File: config.mk
export PLATFORM = sky130hd
export DESIGN_NAME = rtq_cell
export DESIGN_NICKNAME = d
export VERILOG_FILES = /design/src/rtl/core/rtq_pkg.sv /design/src/rtl/core/rtq_cell.sv
export SDC_FILE = /design/constraint.sdc
export NUM_CORES = 1
export LEC_CHECK = 0
export ABC_AREA = 1
export ABC_CLOCK_PERIOD_IN_PS = 3350
export BUFFER_PORTS_ARGS = -buffer_cell sky130_fd_sc_hd__buf_2
export CELL_PAD_IN_SITES_DETAIL_PLACEMENT = 1
export CELL_PAD_IN_SITES_GLOBAL_PLACEMENT = 1
export CORE_AREA = 5 5 152 154
export CTS_CLUSTER_DIAMETER = 100
export DETAILED_ROUTE_END_ITERATION = 8
export DIE_AREA = 0 0 157 159
export PLACE_DENSITY_LB_ADDON = 0.1
export SKIP_LAST_GASP = 1
export SLEW_MARGIN = 20
export SYNTH_ARGS = -nofsm -noshare
export SYNTH_HDL_FRONTEND = slang
export SYNTH_SLANG_ARGS = --single-unit
File: constraint.sdc
create_clock -name clock -period 3.35 [get_ports clock]
set_clock_uncertainty 0.05 [all_clocks]
set_input_delay 0.335 -clock clock [delete_from_list [all_inputs] [get_ports clock]]
set_output_delay 0.335 -clock clock [all_outputs]
set_load 0.02 [all_outputs]
File: src/rtl/core/rtq_pkg.sv
// ----------------------------------------------------------------------------
// rtq_pkg: shared definitions for the repeating timer event queue
// Request and status codes, default sizes and the cell command word.
// ----------------------------------------------------------------------------
package rtq_pkg;

   // Default sizes handed to the top level's parameters.
   localparam int DEF_SLOTS      = 16;
   localparam int DEF_TIME_WIDTH = 32;

   // Most firings that one tick may report.
   localparam int MAX_RESULTS = 16;

   // Request codes.
   localparam logic [1:0] REQ_ARM    = 2'd0;
   localparam logic [1:0] REQ_DISARM = 2'd1;
   localparam logic [1:0] REQ_TICK   = 2'd2;

   // Status codes.
   localparam logic [1:0] ST_ACK      = 2'd0;
   localparam logic [1:0] ST_FIRED    = 2'd1;
   localparam logic [1:0] ST_NONE_DUE = 2'd2;
   localparam logic [1:0] ST_INACTIVE = 2'd3;

   // Command word broadcast from the controller to every cell.
   typedef struct packed {
      logic arm;      // load the selected cell
      logic disarm;   // clear the selected cell
      logic capture;  // every cell latches its due flag against the current time
      logic fire;     // the selected cell fires and retires or re-arms
      logic stamp;    // the selected cell becomes the most recently armed
   } cell_cmd_type;

endpackage

File: src/rtl/core/rtq_cell.sv
// ----------------------------------------------------------------------------
// rtq_cell: one timer slot of the chain
// Holds one timer, its recency rank and its due flag, and passes on the
// better of its own candidate and the one that arrives from its neighbour.
// ----------------------------------------------------------------------------
module rtq_cell
   import rtq_pkg::*;
#(
   parameter int SLOTS      = DEF_SLOTS,
   parameter int TIME_WIDTH = DEF_TIME_WIDTH,
   parameter int INDEX      = 0,
   localparam int SW        = (SLOTS > 1) ? $clog2(SLOTS) : 1
) (
   input  logic                  clock,
   input  logic                  reset,
   input  cell_cmd_type          cmd,
   input  logic [SW-1:0]         sel_idx,
   input  logic [TIME_WIDTH-1:0] wr_deadline,
   input  logic [TIME_WIDTH-1:0] wr_period,
   input  logic [15:0]           wr_repeats,
   input  logic [TIME_WIDTH-1:0] now,
   input  logic [SW-1:0]         stamp_age,
   input  logic                  tok_valid_in,
   input  logic [SW-1:0]         tok_idx_in,
   input  logic [TIME_WIDTH-1:0] tok_deadline_in,
   input  logic [SW-1:0]         tok_age_in,
   input  logic                  tok_final_in,
   output logic                  tok_valid_out,
   output logic [SW-1:0]         tok_idx_out,
   output logic [TIME_WIDTH-1:0] tok_deadline_out,
   output logic [SW-1:0]         tok_age_out,
   output logic                  tok_final_out,
   output logic                  armed,
   output logic [SW-1:0]         age
);

   logic                  armed_ff, armed_in;
   logic                  due_ff, due_in;
   logic [SW-1:0]         age_ff, age_in;
   logic [TIME_WIDTH-1:0] deadline_ff, deadline_in;
   logic [TIME_WIDTH-1:0] period_ff, period_in;
   logic [15:0]           repeats_ff, repeats_in;
   logic                  tvalid_ff;
   logic [SW-1:0]         tidx_ff;
   logic [TIME_WIDTH-1:0] tdeadline_ff;
   logic [SW-1:0]         tage_ff;
   logic                  tfinal_ff;
   logic                  hit;
   logic                  own_wins;

   assign hit = (sel_idx == SW'(INDEX));

   // Slot state update for the broadcast command.
   always_comb begin
      armed_in    = armed_ff;
      due_in      = due_ff;
      deadline_in = deadline_ff;
      period_in   = period_ff;
      repeats_in  = repeats_ff;
      age_in      = age_ff;
      if (cmd.capture) begin
         due_in = armed_ff && (deadline_ff <= now);
      end
      if (hit && cmd.arm) begin
         armed_in    = 1'b1;
         deadline_in = wr_deadline;
         period_in   = wr_period;
         repeats_in  = wr_repeats;
      end
      if (hit && cmd.disarm) begin
         armed_in = 1'b0;
      end
      if (hit && cmd.fire) begin
         due_in = 1'b0;
         if (repeats_ff == 16'd1) begin
            armed_in = 1'b0;
         end else begin
            deadline_in = deadline_ff + period_ff;
            if (repeats_ff > 16'd1) begin
               repeats_in = repeats_ff - 16'd1;
            end
         end
      end
      // Ranks stay a permutation: the stamped cell goes to rank zero and every
      // cell that was more recent than it moves one place back.
      if (cmd.stamp) begin
         if (hit) begin
            age_in = '0;
         end else if (age_ff < stamp_age) begin
            age_in = age_ff + 1'b1;
         end
      end
   end

   // Earlier deadline wins; on a tie the more recently armed cell wins.
   assign own_wins = due_ff &&
                     (!tok_valid_in || (deadline_ff < tok_deadline_in) ||
                      ((deadline_ff == tok_deadline_in) && (age_ff < tok_age_in)));

   always_ff @(posedge clock) begin
      if (reset) begin
         armed_ff  <= 1'b0;
         due_ff    <= 1'b0;
         age_ff    <= SW'(INDEX);
         tvalid_ff <= 1'b0;
      end else begin
         armed_ff  <= armed_in;
         due_ff    <= due_in;
         age_ff    <= age_in;
         tvalid_ff <= own_wins || tok_valid_in;
      end
   end

   // Timer values and the candidate carry no reset.
   always_ff @(posedge clock) begin
      deadline_ff <= deadline_in;
      period_ff   <= period_in;
      repeats_ff  <= repeats_in;
      if (own_wins) begin
         tidx_ff      <= SW'(INDEX);
         tdeadline_ff <= deadline_ff;
         tage_ff      <= age_ff;
         tfinal_ff    <= (repeats_ff == 16'd1);
      end else begin
         tidx_ff      <= tok_idx_in;
         tdeadline_ff <= tok_deadline_in;
         tage_ff      <= tok_age_in;
         tfinal_ff    <= tok_final_in;
      end
   end

   assign tok_valid_out    = tvalid_ff;
   assign tok_idx_out      = tidx_ff;
   assign tok_deadline_out = tdeadline_ff;
   assign tok_age_out      = tage_ff;
   assign tok_final_out    = tfinal_ff;
   assign armed            = armed_ff;
   assign age              = age_ff;

endmodule

==> results of run 1 <==
## where the power goes
part	internal, mW	switching [mW]
Combinational	1.17	1.85
Sequential	1.83	0.288
Clock	1.24	0.751
Total	4.25	2.89
## per-stage QoR
step	utilization, %	cells	instance area, um^2	setup WS, ns	hold WS [ns]
2_1_floorplan	-	1279	8935	1.413	0.3541
3_3_place_gp	48.25	1768	10400	0.8579	0.4091
3_5_place_dp	48.25	1768	10400	0.7567	0.4337
4_1_cts	51.06	1800	11000	0.7546	0.01184
5_1_grt	51.06	1800	11000	0.6036	0.01746
6_report	51.06	1800	11000	0.7752	0.02709
## cells in the final DEF, fill, tap and decap left out, types with 10 or more instances in the layout
cell type  netlist  routed
nor2_1          93      93
xor2_1          16      16
nand4_1         10      10
nand3_1         86      86
or2_2           10      10
clkbuf_16        0      17
a21oi_1         77      77
ha_1           104     104
o211ai_1        12      12
o21ai_0         43      43
edfxtp_1        32      32
o21ai_1         15      15
nand2_1        405     405
inv_1          163     163
dfxtp_1         96      96
buf_2           18     215
buf_4            1      23
nor3_1          11      11
## path summary, 6_finish.rpt
kind                                 from                            to  slack (ns)
setup / recovery  deadline_ff[25]$_DFF_P_  tok_deadline_out[17]$_DFF_P_        0.78
hold / removal              wr_period[18]       period_ff[18]$_DFFE_PP_        0.03
setup reg to reg  deadline_ff[25]$_DFF_P_  tok_deadline_out[17]$_DFF_P_        0.78
hold reg to reg     repeats_ff[0]$_DFF_P_         repeats_ff[0]$_DFF_P_        0.44
## logic make-up (layout without fill, tap and decap cells)
| group | after synthesis | after routing | synth area share [%] |
|---|---|---|---|
| DFF | 128 | 128 | 32.26 |
| and+or+nand+nor | 642 | 642 | 30.23 |
| adders and majority gates | 105 | 105 | 14.79 |
| xor gates and xnor gates | 25 | 25 | 2.451 |
| AOI/OAI and AO/OA | 175 | 175 | 11.06 |
| buffers and inverters | 202 | 443 | 8.976 |
| muxes | 2 | 2 | 0.2241 |
## per-layer routing
layer	vias up	GRT usage [%]
li1	4597	-
met1	4278	33.30
met2	218	39.68
met3	37	3.506
met4	0	6.785
met5	-	0
## layout make-up
cell class                      count  area [um^2]  share of cell area, %
Tap cell                          280        350.3                  3.184
Inverter                          172        648.1                  5.890
Clock buffer                       21        440.4                  4.002
Multi-Input combinational cell    949         5250                  47.71
Clock inverter                     11        163.9                  1.489
Timing Repair Buffer              239         1269                  11.53
Sequential cell                   128         2883                  26.20
## state kept, by name, summed over array words and instances (netlist names)
name,cells
deadline_ff,32
tok_valid_out,1
armed,1
age,4
due_ff,1
period_ff,32
tok_final_out,1
tok_deadline_out,32
tok_age_out,4
repeats_ff,16
tok_idx_out,4
==> results.md, run 1 <==
* Status: finished, final reports clean
* Final Hold Viols at 0
* Hold Path Class: in2reg
* H-tree lvl count at 4
* Top Ports at 216
* CP Max Fanout at 37
* CP Class: reg2reg
* # fillers at 2858
* Overall Global Routing Usage at 24.25%
* Setup_tns at 0 ns
* Critical Path AT at 2.83 ns
* GP Congestion at 0.9184
* WL met3 at 1549 um
* Layout Nets at 1781
* Antenna diodes at 0
* Overflow after GRT at 0
* Tmin final at 2.575 ns
* Post-synth EDFFs at 32
* Startpoint types: flop
* Die ar. at 0.02496 mm^2
* Total chip power at 7.136 mW
* Drt first pass iters at 5
* Core area at 0.02155 mm^2
* Actual slew at the worst max-slew pin at 0.6978 ns
* CTS tree: yes
* Clk pin slew, worst setup/hold paths at 0.07 ns
* Most frequent cell after synthesis: nand2_1
* Clock latency at the later pin of the worst-skew pair at 0.43 ns
* CTS resizes at 0
* Mapped Cells at 1279
* Synth area leaders: dfxtp_1 22%, nand2_1 17%, ha_1 15%
* # rows at 54
* # hold bufs at CTS at 0
* PwrDens at 648.5 mW/mm^2
* Worst-path cell chain: ha_1 -> a21oi_1 -> o21ai_0 -> nand2_1 -> nand3_1 -> nor2_1 -> nand2_1 -> nand2_2 -> nand2_4 -> nand2_1 -> nand2_1
* DP HPWL at 24860 um
* Cts bufs inserted at 17
* # Max-Cap Violations at 0
* Critical Path RT at 3.61 ns
* M1 WL at 14380 um
* Synth Warn # at 0
* Syn Nets at 1553
* Top Metal Used: met4
* Via density at 5.072
* Unrepaired setup endpoints after global routing: no
* Synth top area share at 21.51%
* First-pass GRT wire length at 48470 um
* Effective utilization at floorplan at 41.45%
* Count of input and output buffers at 215
* Final Cycle Share at 76.86%
* CTS Buffer Depth at 2
* Leak at 5.867 nW
* CP top delay family: simple AND/OR/NAND/NOR gates
* Worst stage delay on the critical path at 0.50 ns
* CTS sink cnt at 128
* Synthesis-to-finish area growth at 23.16%
* Worst path slowest cell: dfxtp_1
* ANT nets after route at 0
* Wire length per cell at 17.02 um
* Hold path depth at 1
* Postcts setup bufs at 0
* Crit end category: flop
* Ys async rst share at 0%
* CP dominant cell by count: nand2_1
* Detailed-route wire length at 30630 um
* Worst Reg2Reg Path Length in Cells at 11
* Fraction of layout cells with a size suffix above 1 at 20.00%
* Top post-synthesis cells by count: 405 x nand2_1, 163 x inv_1, 104 x ha_1, 96 x dfxtp_1, 93 x nor2_1
* Stages on worst setup path at 11
* Crit path buf inv count at 0
* Clk root buf: clkbuf_16
* Normalized max-slew margin at 53.42%
* Remaining DRCs at 0
* Die width at 157 um
* Final Setup Violations at 0
* Area of the mapped netlist at 0.008935 mm^2
* Main flop type after synthesis: dfxtp_1
* Initial antenna violation count at 0
* DR iter-0 viols at 303
* Routed length on met2 at 14120 um
* Fmax achieved at 388.4 MHz
* Vias in the first global route at 9602
* Peak VDD IR at 0.3813 mV
* Max Slew Vio Count at 0
* Largest area contributor in the netlist: dfxtp_1
* Syn Area/Cell at 6.986 um^2
* Largest net degree at the start of global routing at 57
* Die height at 159 um
* Count of different cell masters after synthesis at 47
* Share of the yosys chip area belonging to registers at 32.26%
* Seq cells post-synth at 128
* Vias post-DR at 9130
No activity file was read; power rests on OpenSTA's default activity.
==> inputs of run 2 (changes only) <==
--- a/config.mk
+++ b/config.mk
@@ -6,14 +6,14 @@
 export NUM_CORES = 1
 export LEC_CHECK = 0
 export ABC_AREA = 1
-export ABC_CLOCK_PERIOD_IN_PS = 3350
+export ABC_CLOCK_PERIOD_IN_PS = 2250
 export BUFFER_PORTS_ARGS = -buffer_cell sky130_fd_sc_hd__buf_2
 export CELL_PAD_IN_SITES_DETAIL_PLACEMENT = 1
 export CELL_PAD_IN_SITES_GLOBAL_PLACEMENT = 1
-export CORE_AREA = 5 5 152 154
+export CORE_AREA = 5 5 166 168
 export CTS_CLUSTER_DIAMETER = 100
 export DETAILED_ROUTE_END_ITERATION = 8
-export DIE_AREA = 0 0 157 159
+export DIE_AREA = 0 0 171 173
 export PLACE_DENSITY_LB_ADDON = 0.1
 export SKIP_LAST_GASP = 1
 export SLEW_MARGIN = 20
==> constraint.sdc (replaced) <==
create_clock -name clock -period 2.25 [get_ports clock]
set_clock_uncertainty 0.05 [all_clocks]
set_input_delay 0.225 -clock clock [delete_from_list [all_inputs] [get_ports clock]]
set_output_delay 0.225 -clock clock [all_outputs]
set_load 0.02 [all_outputs]
==> run 2 against run 1 <==
  * Wire length grew 11%
  * Sequential share of layout area fell by 2.7 points
  * Cell area increased by 12%
  * Non-clock buffer count rose by 79
  * Combinational power rose by 59%
  * Critical endpoint is now tok_deadline_out[8]$_DFF_P_
  * Flip-flop and latch count stayed put
  * Clock-buffer cell count shrank 1
  * Maximum frequency rose by 15%
  * Sequential power is 57% higher
  * Die area up 19%
  * Critical path type unchanged
  * Worst hold slack worse by 0.0054 ns
  * Worst setup slack worse by 0.76 ns
==> results.md, run 2 (same netlist as run 1, synthesis figures left out) <==
* CTS Buffer Depth at 2 (unchanged)
* Fraction of layout cells with a size suffix above 1 at 24.00% (was 20.00%)
* Setup_tns at 0 ns (unchanged)
* Clk pin slew, worst setup/hold paths at 0.07 ns (about the same)
* Unrepaired setup endpoints after global routing: yes (was no)
* Layout Nets at 1869 (was 1781)
* WHS at 0.02172 ns (was 0.02709 ns)
* H-tree lvl count at 4 (unchanged)
* Dpl cells at 1825 (was 1768)
* DR iter-0 viols at 438 (was 303)
* Total chip power at 11.06 mW (was 7.136 mW)
* Die height at 173 um (was 159 um)
* Vias post-DR at 9544 (was 9130)
* Actual slew at the worst max-slew pin at 1.469 ns (was 0.6978 ns)
* Die width at 171 um (was 157 um)
* Post-DP Area at 0.01050 mm^2 (was 0.01040 mm^2)
* Status: finished, final reports clean (unchanged)
* Largest net degree at the start of global routing at 58 (was 57)
* Tmin final at 2.239 ns (was 2.575 ns)
* Hold Path Class: in2reg (unchanged)
* Final Cycle Share at 99.49% (was 76.86%)
* Count of input and output buffers at 215 (unchanged)
* CP Max Fanout at 7 (was 37)
* Final Non-Filler Cells at 1943 (was 1800)
* First-pass GRT wire length at 50140 um (was 48470 um)
* Fmax achieved at 446.7 MHz (was 388.4 MHz)
* Commonest non-fill, non-tap cell in the layout: nand2_1 (unchanged)
* CP Class: reg2reg (unchanged)
* Clk root buf: clkbuf_16 (unchanged)
* Via density at 4.912 (was 5.072)
* Drt first pass iters at 8 (was 5)
* Final worst-path setup slack at 0.01142 ns (was 0.7752 ns)
* PwrDens at 895.5 mW/mm^2 (was 648.5 mW/mm^2)
* Max Slew Vio Count at 0 (unchanged)
* Normalized max-slew margin at 1.944% (was 53.42%)
* Remaining DRCs at 0 (unchanged)
* Synthesis-to-finish area growth at 38.20% (was 23.16%)
* Worst slack at placement at -0.03306 ns (was 0.7567 ns)
* Critical Path RT at 2.51 ns (was 3.61 ns)
* Final Setup Violations at 0 (unchanged)
* M1 GR Usage at 29.56% (was 33.30%)
* # fillers at 3293 (was 2858)
* Critical Path AT at 2.50 ns (was 2.83 ns)
* Die ar. at 0.02958 mm^2 (was 0.02496 mm^2)
* Finished Core Util at 47.93% (was 51.06%)
* Wire length per cell at 17.50 um (was 17.02 um)
* Cts bufs inserted at 17 (unchanged)
* Startpoint types: flop (unchanged)
* Reg2reg setup slack at 0.01 ns (was 0.78 ns)
* # rows at 59 (was 54)
* Core area at 0.02576 mm^2 (was 0.02155 mm^2)
* # Max-Cap Violations at 0 (unchanged)
* Clock latency at the later pin of the worst-skew pair at 0.42 ns (was 0.43 ns)
* Leak at 6.309 nW (was 5.867 nW)
* Overflow after GRT at 0 (unchanged)
* Design area at 0.01235 mm^2 (was 0.01100 mm^2)
* Peak VDD IR at 0.4739 mV (was 0.3813 mV)
* Top Usage Layer GRT: met2 (unchanged)
* Vias in the first global route at 9607 (was 9602)
* Detailed-route wire length at 34010 um (was 30630 um)
* Top Ports at 216 (unchanged)
* DP HPWL at 25320 um (was 24860 um)
* Most frequent cells in the layout: 384 x nand2_1, 213 x buf_2, 163 x inv_1 (was 405 x nand2_1, 215 x buf_2, 163 x inv_1)
* Overall Global Routing Usage at 21.13% (was 24.25%)
* Effective utilization at floorplan at 34.68% (was 41.45%)
* Crit end category: flop (unchanged)
* CTS tree: yes (unchanged)
* Final Hold Viols at 0 (unchanged)
* Initial antenna violation count at 0 (unchanged)
* GP Congestion at 0.8612 (was 0.9184)
* M2 GR Usage at 35.28% (was 39.68%)
* CTS sink cnt at 128 (unchanged)
* Antenna diodes at 0 (unchanged)
* ANT nets after route at 0 (unchanged)
* Met3 usage at 2.534% (was 3.506%)
==> run 2: layout make-up <==
class,instances,area [um^2],area share (%)
timing repair buffer,318,2152,17.43
inverter,172,648.1,5.249
tap,335,419.2,3.394
multi-input combinational,958,5619,45.51
clock buffer,20,478.0,3.871
sequential,128,2900,23.49
clock inverter,12,131.4,1.064
==> run 2: critical path, cell delays in order, from the launching register on <==
cell	delay (ns)
dfxtp_1	0.52
ha_1	0.30
nand2_1	0.09
nor2_2	0.05
nand4_1	0.18
nor2_4	0.07
a21oi_4	0.34
nand2_8	0.18
clkbuf_16	0.21
nand3_1	0.08
nand2_1	0.06
==> run 2: worst paths after layout <==
| kind | start | endpoint | cells after the start |
|---|---|---|---|
| setup / recovery | deadline_ff[22]$_DFF_P_ | tok_deadline_out[8]$_DFF_P_ | 10 |
| hold / removal | wr_deadline[0] | deadline_ff[0]$_DFF_P_ | 3 |
| setup reg to reg | deadline_ff[22]$_DFF_P_ | tok_deadline_out[8]$_DFF_P_ | 10 |
| hold reg to reg | repeats_ff[0]$_DFF_P_ | repeats_ff[0]$_DFF_P_ | 1 |
==> run 2: metal layers <==
metal | vias up | wire [um]
met5 | - | 0
met4 | 0 | 561
met3 | 35 | 1383
met2 | 211 | 16210
met1 | 4509 | 15860
li1 | 4789 | -
==> run 2: where the power goes <==
part           internal [mW]  total (mW)  switching [mW]  leakage, nW
sequential              2.75        3.32           0.573         1.10
combinational           2.00        4.80            2.80         4.91
clock                   1.76        2.93            1.17        0.297
total                   6.51        11.1            4.55         6.31
==> run 2: repair_timing <==
| action | CTS | global route |
|---|---|---|
| cloned | 0 | 15 |
| endpoints found under the setup margin | 5 | 57 |
| gates resized for setup | 2 | 81 |
| hold buffers | 72 | 0 |
| hold endpoints to repair | 76 | 0 |
| buffers inserted | 0 | 1 |
| pin swaps | 1 | 14 |
